## config.mk

```make
export PLATFORM = sky130hd
export DESIGN_NAME = bitset_store_with_scan
export DESIGN_NICKNAME = d
export VERILOG_FILES = /design/src/rtl/bss_pkg.sv /design/src/rtl/bss_ram.sv /design/src/rtl/bitset_store_with_scan.sv
export SDC_FILE = /design/constraint.sdc
export NUM_CORES = 1
export LEC_CHECK = 0
export BUFFER_PORTS_ARGS = -buffer_cell sky130_fd_sc_hd__buf_4
export CORE_ASPECT_RATIO = 0.5
export CORE_MARGIN = 10
export CORE_UTILIZATION = 32
export DETAILED_ROUTE_END_ITERATION = 10
export PLACE_DENSITY = 0.46
export SKIP_LAST_GASP = 1
export SLEW_MARGIN = 25
export SYNTH_ARGS = -nofsm -noshare
export SYNTH_HDL_FRONTEND = slang
export SYNTH_SLANG_ARGS = --single-unit
export TNS_END_PERCENT = 20
```

## constraint.sdc

```tcl
create_clock -name clk -period 8.8 [get_ports clk]
set_input_delay 1.76 -clock clk [delete_from_list [all_inputs] [get_ports clk]]
set_output_delay 1.76 -clock clk [all_outputs]
set_load 0.05 [all_outputs]
```

## src/rtl/bss_pkg.sv

```systemverilog
package bss_pkg;

  localparam int MAP_BITS  = 256;
  localparam int WORD_BITS = (MAP_BITS < 16) ? MAP_BITS : 16;
  localparam int WORDS     = MAP_BITS / WORD_BITS;
  localparam int ADDR_W    = (WORDS > 1) ? $clog2(WORDS) : 1;
  localparam int WB_W      = $clog2(WORD_BITS);
  localparam int CNT_W     = $clog2(MAP_BITS + 1);
  localparam int POS_W     = (CNT_W > 9) ? CNT_W : 9;

  typedef logic [POS_W-1:0]     pos_t;
  typedef logic [WORD_BITS-1:0] word_t;
  typedef logic [ADDR_W-1:0]    addr_t;

  typedef enum logic [2:0] {
    REQ_QUERY   = 3'd0,
    REQ_SET     = 3'd1,
    REQ_CLEAR   = 3'd2,
    REQ_RESTART = 3'd3,
    REQ_NEXT    = 3'd4
  } req_t;

  typedef enum logic [1:0] {
    S_IDLE,
    S_SCAN,
    S_DRAIN,
    S_FIN
  } state_t;

  function automatic logic [WB_W:0] word_ones(word_t w);
    logic [WB_W:0] c;
    c = '0;
    for (int j = 0; j < WORD_BITS; j++) c = c + (WB_W + 1)'(w[j]);
    return c;
  endfunction

  function automatic logic [WB_W-1:0] lowest_set(word_t w);
    logic [WB_W-1:0] r;
    r = '0;
    for (int j = WORD_BITS - 1; j >= 0; j--) begin
      if (w[j]) r = WB_W'(j);
    end
    return r;
  endfunction

endpackage

```

## src/rtl/bss_ram.sv

```systemverilog
module bss_ram #(
  parameter int WIDTH = 16,
  parameter int DEPTH = 16,
  localparam int AW = (DEPTH > 1) ? $clog2(DEPTH) : 1
) (
  input  logic             clk,
  input  logic             we,
  input  logic [AW-1:0]    waddr,
  input  logic [WIDTH-1:0] wdata,
  input  logic             re,
  input  logic [AW-1:0]    raddr,
  output logic [WIDTH-1:0] rdata
);

  logic [WIDTH-1:0] mem [DEPTH];

  always_ff @(posedge clk) begin
    if (we) mem[waddr] <= wdata;
    if (re) rdata <= mem[raddr];
  end

endmodule

```

## src/rtl/bitset_store_with_scan.sv

```systemverilog
// A new request is taken only in the idle state, after the previous result is loaded;
// every request sweeps all map words through the single read port of the word memory,
// one 16-bit word per cycle.
// Reset: size_in_use returns to 256, the iterator cursor to 0, and per-word valid
// flags clear so the whole map reads as zero at once; no clearing pass is needed.
module bitset_store_with_scan (
  input  logic                  clk,
  input  logic                  rst,
  input  logic                  in_valid,
  output logic                  in_stall,
  input  logic [2:0]            req_type,
  input  logic [7:0]            bit_index,
  output logic                  out_valid,
  input  logic                  out_stall,
  output logic                  bit_value,
  output logic [8:0]            ones_count,
  output logic                  any_set,
  output logic [7:0]            first_index,
  output logic [8:0]            iter_position,
  output logic                  iter_valid,
  output logic                  out_of_range,
  input  logic                  cfg_valid,
  output logic                  cfg_ready,
  input  logic [8:0]            cfg_data
);
  import bss_pkg::*;

  state_t state, state_next;

  logic [8:0] size_in_use;
  pos_t       eff_size;
  pos_t       size_ext;
  pos_t       cursor;

  logic [2:0]      req_q;
  logic            wr_q;
  logic            look_q;
  logic            oor_q;
  addr_t           tgt_word;
  logic [WB_W-1:0] tgt_bit;

  addr_t rd_ptr;
  addr_t proc_ptr;
  logic  proc_vld;
  logic  rd_en;
  word_t rd_data;

  logic [WORDS-1:0] row_valid;

  pos_t acc_cnt;
  pos_t acc_first;
  logic acc_found;
  pos_t acc_ipos;
  logic acc_ifound;
  logic acc_bitv;

  logic  accept;
  logic  load;
  logic  in_range;
  logic  is_bit_req;
  word_t raw_word;
  word_t mod_word;
  word_t act_mask;
  word_t it_mask;
  word_t m_word;
  word_t mi_word;
  pos_t  base;
  logic  hit;
  logic  wr_en;

  assign cfg_ready = 1'b1;
  assign size_ext  = pos_t'(size_in_use);
  assign eff_size  = (size_ext > pos_t'(MAP_BITS)) ? pos_t'(MAP_BITS) : size_ext;

  assign accept     = in_valid && !in_stall;
  assign is_bit_req = (req_type == REQ_QUERY) || (req_type == REQ_SET) ||
                      (req_type == REQ_CLEAR);
  assign in_range   = pos_t'(bit_index) < eff_size;

  // next state
  always_comb begin
    state_next = state;
    unique case (state)
      S_IDLE:  if (accept) state_next = S_SCAN;
      S_SCAN:  if (rd_ptr == addr_t'(WORDS - 1)) state_next = S_DRAIN;
      S_DRAIN: state_next = S_FIN;
      S_FIN:   if (!out_valid || !out_stall) state_next = S_IDLE;
      default: state_next = S_IDLE;
    endcase
  end

  // state outputs
  always_comb begin
    in_stall = 1'b1;
    rd_en    = 1'b0;
    load     = 1'b0;
    unique case (state)
      S_IDLE:  in_stall = 1'b0;
      S_SCAN:  rd_en = 1'b1;
      S_DRAIN: ;
      S_FIN:   load = !out_valid || !out_stall;
      default: ;
    endcase
  end

  always_ff @(posedge clk) begin
    if (rst) state <= S_IDLE;
    else     state <= state_next;
  end

  always_ff @(posedge clk) begin
    if (rst) size_in_use <= 9'd256;
    else if (cfg_valid && cfg_ready) size_in_use <= cfg_data;
  end

  // latch the request
  always_ff @(posedge clk) begin
    if (accept) begin
      req_q    <= req_type;
      look_q   <= is_bit_req && in_range;
      wr_q     <= ((req_type == REQ_SET) || (req_type == REQ_CLEAR)) && in_range;
      oor_q    <= is_bit_req && !in_range;
      tgt_word <= addr_t'(pos_t'(bit_index) >> WB_W);
      tgt_bit  <= bit_index[WB_W-1:0];
    end
  end

  always_ff @(posedge clk) begin
    if (rst) begin
      proc_vld <= 1'b0;
    end else begin
      proc_vld <= rd_en;
    end
  end

  always_ff @(posedge clk) begin
    if (accept)     rd_ptr <= '0;
    else if (rd_en) rd_ptr <= rd_ptr + addr_t'(1);
    proc_ptr <= rd_ptr;
  end

  bss_ram #(
    .WIDTH(WORD_BITS),
    .DEPTH(WORDS)
  ) u_map (
    .clk  (clk),
    .we   (wr_en),
    .waddr(proc_ptr),
    .wdata(mod_word),
    .re   (rd_en),
    .raddr(rd_ptr),
    .rdata(rd_data)
  );

  // word under processing: modify, mask to the active range, reduce
  always_comb begin
    raw_word = row_valid[proc_ptr] ? rd_data : '0;
    hit      = proc_vld && (proc_ptr == tgt_word);
    mod_word = raw_word;
    if (hit && wr_q) mod_word[tgt_bit] = (req_q == REQ_SET);
    base = pos_t'(proc_ptr) << WB_W;
    for (int j = 0; j < WORD_BITS; j++) begin
      act_mask[j] = (base + pos_t'(j)) < eff_size;
      it_mask[j]  = (base + pos_t'(j)) >= cursor;
    end
    m_word  = mod_word & act_mask;
    mi_word = m_word & it_mask;
    wr_en   = hit && wr_q;
  end

  always_ff @(posedge clk) begin
    if (rst) row_valid <= '0;
    else if (wr_en) row_valid[proc_ptr] <= 1'b1;
  end

  always_ff @(posedge clk) begin
    if (accept) begin
      acc_cnt    <= '0;
      acc_first  <= '0;
      acc_found  <= 1'b0;
      acc_ipos   <= '0;
      acc_ifound <= 1'b0;
      acc_bitv   <= 1'b0;
    end else if (proc_vld) begin
      acc_cnt <= acc_cnt + pos_t'(word_ones(m_word));
      if (!acc_found && (m_word != '0)) begin
        acc_found <= 1'b1;
        acc_first <= base + pos_t'(lowest_set(m_word));
      end
      if (!acc_ifound && (mi_word != '0)) begin
        acc_ifound <= 1'b1;
        acc_ipos   <= base + pos_t'(lowest_set(mi_word));
      end
      if (hit && look_q) acc_bitv <= raw_word[tgt_bit];
    end
  end

  // iterator cursor moves as the result beat is loaded
  always_ff @(posedge clk) begin
    if (rst) begin
      cursor <= '0;
    end else if (load) begin
      if (req_q == REQ_RESTART) begin
        cursor <= '0;
      end else if (req_q == REQ_NEXT) begin
        cursor <= acc_ifound ? acc_ipos + pos_t'(1) : eff_size;
      end
    end
  end

  always_ff @(posedge clk) begin
    if (rst) begin
      out_valid <= 1'b0;
    end else if (load) begin
      out_valid <= 1'b1;
    end else if (!out_stall) begin
      out_valid <= 1'b0;
    end
  end

  always_ff @(posedge clk) begin
    if (load) begin
      bit_value    <= acc_bitv;
      ones_count   <= 9'(acc_cnt);
      any_set      <= acc_found;
      first_index  <= 8'(acc_first);
      out_of_range <= oor_q;
      if (req_q == REQ_NEXT) begin
        iter_position <= acc_ifound ? 9'(acc_ipos) : 9'(eff_size);
        iter_valid    <= acc_ifound;
      end else begin
        iter_position <= '0;
        iter_valid    <= 1'b0;
      end
    end
  end

  a_write_only_set_clear: assert property (@(posedge clk) disable iff (rst)
    wr_en |-> ((req_q == REQ_SET) || (req_q == REQ_CLEAR)) && !oor_q)
    else $error("map write outside an in-range set or clear");

  a_count_bounded: assert property (@(posedge clk) disable iff (rst)
    (state == S_FIN) |-> (acc_cnt <= eff_size))
    else $error("population count exceeds active size");

  a_found_matches_count: assert property (@(posedge clk) disable iff (rst)
    (state == S_FIN) |-> (acc_found == (acc_cnt != '0)))
    else $error("any-set flag disagrees with count");

  a_iter_in_range: assert property (@(posedge clk) disable iff (rst)
    (state == S_FIN) && acc_ifound |-> (acc_ipos < eff_size) && (acc_ipos >= cursor))
    else $error("iterator hit outside cursor window");

endmodule
```

==> qor.txt <==
===============================================================================================
Status                                                                             finished clean
Net total in the final layout                                                              1330
Final worst path period need                                                            6810 ps
Mean post-synth cell area                                                             14.5 um^2
Req. time, crit path                                                                    9230 ps
Overall Global Routing Usage                                                              14.3%
Vertical extent of the die                                                               185 um
Aggregate routed wire length                                                           46400 um
Cell at the slowest stage of the critical path                                         a211oi_1
Overflow left after global routing                                                            0
Wire length of the first global-routing pass                                           70100 um
Final total negative setup slack                                                           0 ps
Number of buffers inserted to repair setup after CTS                                          0
# DRC                                                                                         0
Portion of synthesized cell area occupied by the leading cell type                        54.7%
Clock input transition at the sequential cells of the worst setup and hold paths          60 ps
Number of buffers added to fix hold violations after cts                                      0
Clock Root Buffer                                                                     clkbuf_16
Met3 routing resource usage after global routing                                          2.16%
Worst-Margin Slew                                                                        971 ps
Post-synth design cell area                                                         0.0174 mm^2
Class of the most critical setup path                                              register to register
Io pins                                                                                      58
Insertion delay of the later-clocked pin in the worst-skew pair                          550 ps
Crit-path max cell delay                                                                 500 ps
Share of cells above drive strength 1                                                     19.5%
Max rail drop VDD                                                                    0.000124 V
Initial standard-cell utilization of the core                                             32.3%
Max Clock Skew                                                                          14.6 ps
Deepest level of the CTS H-tree                                                               2
Yosys synthesis warning count                                                                 0
Met2 demand-to-capacity share in global routing                                           22.9%
Category of the worst setup path launch point                                          register
FFs w/ async S/R, synth                                                                      0%
Detailed Route Iter0 Violations                                                             795
Dominant cell type by count on the critical path                                           fa_1
Final Hold Viols                                                                              0
Cell type with the highest aggregate area in the netlist                               edfxtp_1
Worst R2R Setup Slack                                                                   1990 ps
Number of global-route vias before repair                                                 10800
Number of max-cap violations                                                                  0
N_diodes                                                                                      0
Iteration count of the initial detailed-routing pass                                          7
Floorplan core area                                                                 0.0537 mm^2
Net count after synthesis                                                                  1268
CTS tree                                                                                    yes
Final estimated routing congestion in global placement                                    0.912
Most numerous cell in the Yosys netlist                                                edfxtp_1
Number of enable-type register cells in the synthesized netlist                             316
Setup repair after global routing missed its margin                                          no
Most used flip-flop cell after synthesis                                               edfxtp_1
Final setup violation count                                                                   0
Cell area after layout                                                              0.0198 mm^2
Path type of the worst min-delay path                                              register to register
Total clock sinks                                                                           390
Placement Rows                                                                               60
Seq/Total Area, Yosys                                                                     63.2%
Cells after Synth                                                                          1199
Endpoint class of the critical path                                                    register
Total vias in the final route                                                             10700
Slew Limit Fails                                                                              0
Maximum fanout along the worst path                                                          13
Quantity of I/O buffers inserted on ports                                                    56
Per-cell via count in the routed design                                                    5.33
Top achievable clock speed                                                            0.147 GHz
Post-layout power                                                                       5.66 mW
Number of distinct standard cells referenced by the synthesized netlist                      74
Leakage                                                                                 6.79 nW
Relative slew margins                                                                     35.2%
Post-cts repair resize count                                                                  0
Biggest area contributors in the synthesized netlist                               edfxtp_1, mux4_2, dfxtp_1, nor2_1, ha_1
Global Route met1 Usage                                                                   20.1%
Full die area                                                                       0.0645 mm^2
Initial antenna violation count                                                               1
Bufs on Longest Clock Path                                                                    3
Part of the cycle the worst path needs                                                    77.3%
Hold_ws                                                                                  429 ps
Horizontal extent of the die                                                             349 um
Syn-to-layout area delta                                                                  14.3%
Clock buffer count from CTS                                                                  38
Maximum number of pins on one net before global-route repair                                 44
Data arrival, critical path                                                             7240 ps
Cell area after placement                                                           0.0187 mm^2
Number of synthesized register bits                                                         390
Residual antenna-violating net count after detailed routing                                   0
Wire length per cell                                                                    23.2 um
Estimated wirelength of the detail-placed design                                       29900 um
GR peak layer                                                                              met2
Power density of the placed cells                                                   285 mW/mm^2
Ranking of synthesized cells by instance count                                     edfxtp_1, nor2_1, mux4_2, dfxtp_1, nand2_1
===============================================================================================
## cells by family after synthesis
kind of cell,count (synthesis),share of synthesized area [%]
flops,390,63.2
xor+xnor,19,1.05
compound gates,223,8.47
mux,114,12.8
simple gates,297,8.29
fa+ha+maj,44,3.69
buf+inv,111,2.48
other cells,1,0.0216
## placed cells by master (no fill, tap or decap), drive strengths merged, types with 12 or more instances in the layout
| master | netlist | layout |
|---|---|---|
| mux2i | 27 | 27 |
| nand2 | 65 | 65 |
| mux4 | 86 | 86 |
| nor2 | 120 | 120 |
| nand4 | 13 | 13 |
| a211oi | 12 | 12 |
| xnor2 | 12 | 12 |
| o21ai | 49 | 49 |
| nand2b | 12 | 12 |
| ha | 32 | 32 |
| clkbuf | 37 | 49 |
| fa | 12 | 12 |
| nand3 | 19 | 19 |
| a21o | 15 | 15 |
| inv | 54 | 56 |
| edfxtp | 316 | 316 |
| clkinv | 0 | 12 |
| and2 | 12 | 12 |
| dfxtp | 74 | 74 |
| a21oi | 61 | 61 |
| buf | 20 | 79 |
## critical path: cells and delay by family, from the launching register on
family                     cells  cell delay [ps]
adders and majority gates      7             2910
AOI/OAI and AO/OA              7             1970
and+or+nand+nor                5              660
buffers and inverters          5              580
DFF                            1              420
xor gates and xnor gates       1              140
## through the flow
| step | setup slack, ps | cells | utilization [%] |
|---|---|---|---|
| final | 1990 | 1999 | 36.9 |
| after global routing | 1500 | 1999 | 36.9 |
| after CTS | 2070 | 1999 | 36.9 |
| after detailed placement | 2080 | 1934 | 34.9 |
| after global placement | 2300 | 1934 | 34.9 |
| after floorplan | 2640 | 1199 | - |
## metal layers
metal | wire length (um) | up-vias
met5 | 0 | -
met4 | 880 | 0
met3 | 2350 | 71
met2 | 21400 | 320
met1 | 21800 | 5541
li1 | - | 4728
## state kept, by name, summed over array words and instances, names as in the netlist, 2 cells and up
name,count
req_q,3
size_ext,9
rd_ptr,4
first_index,8
state,2
tgt_word,4
acc_cnt,9
iter_position,9
row_valid,16
u_map.mem,256
ones_count,9
proc_ptr,4
acc_ipos,8
tgt_bit,4
u_map.rdata,16
cursor,9
acc_first,8
## final cells by class
class,instances,area [um^2]
tap,713,892
timing repair buffer,79,593
fill,5036,33800
multi-input combinational,698,6050
sequential,390,11000
clock inverter,16,120
inverter,54,203
clock buffer,49,1000
## report_power, final
part	switching (mW)	internal [mW]	leakage [nW]
Clock	0.698	0.812	0.540
Combinational	1.05	0.678	2.73
Sequential	0.182	2.24	3.52
## final timing paths
path               startpoint      endpoint  cells after the start
setup / recovery  size_ext[8]    acc_cnt[8]                     25
hold / removal          oor_q  out_of_range                      0
setup reg to reg  size_ext[8]    acc_cnt[8]                     25
hold reg to reg         oor_q  out_of_range                      0
No activity file was read; power rests on OpenSTA's default activity.
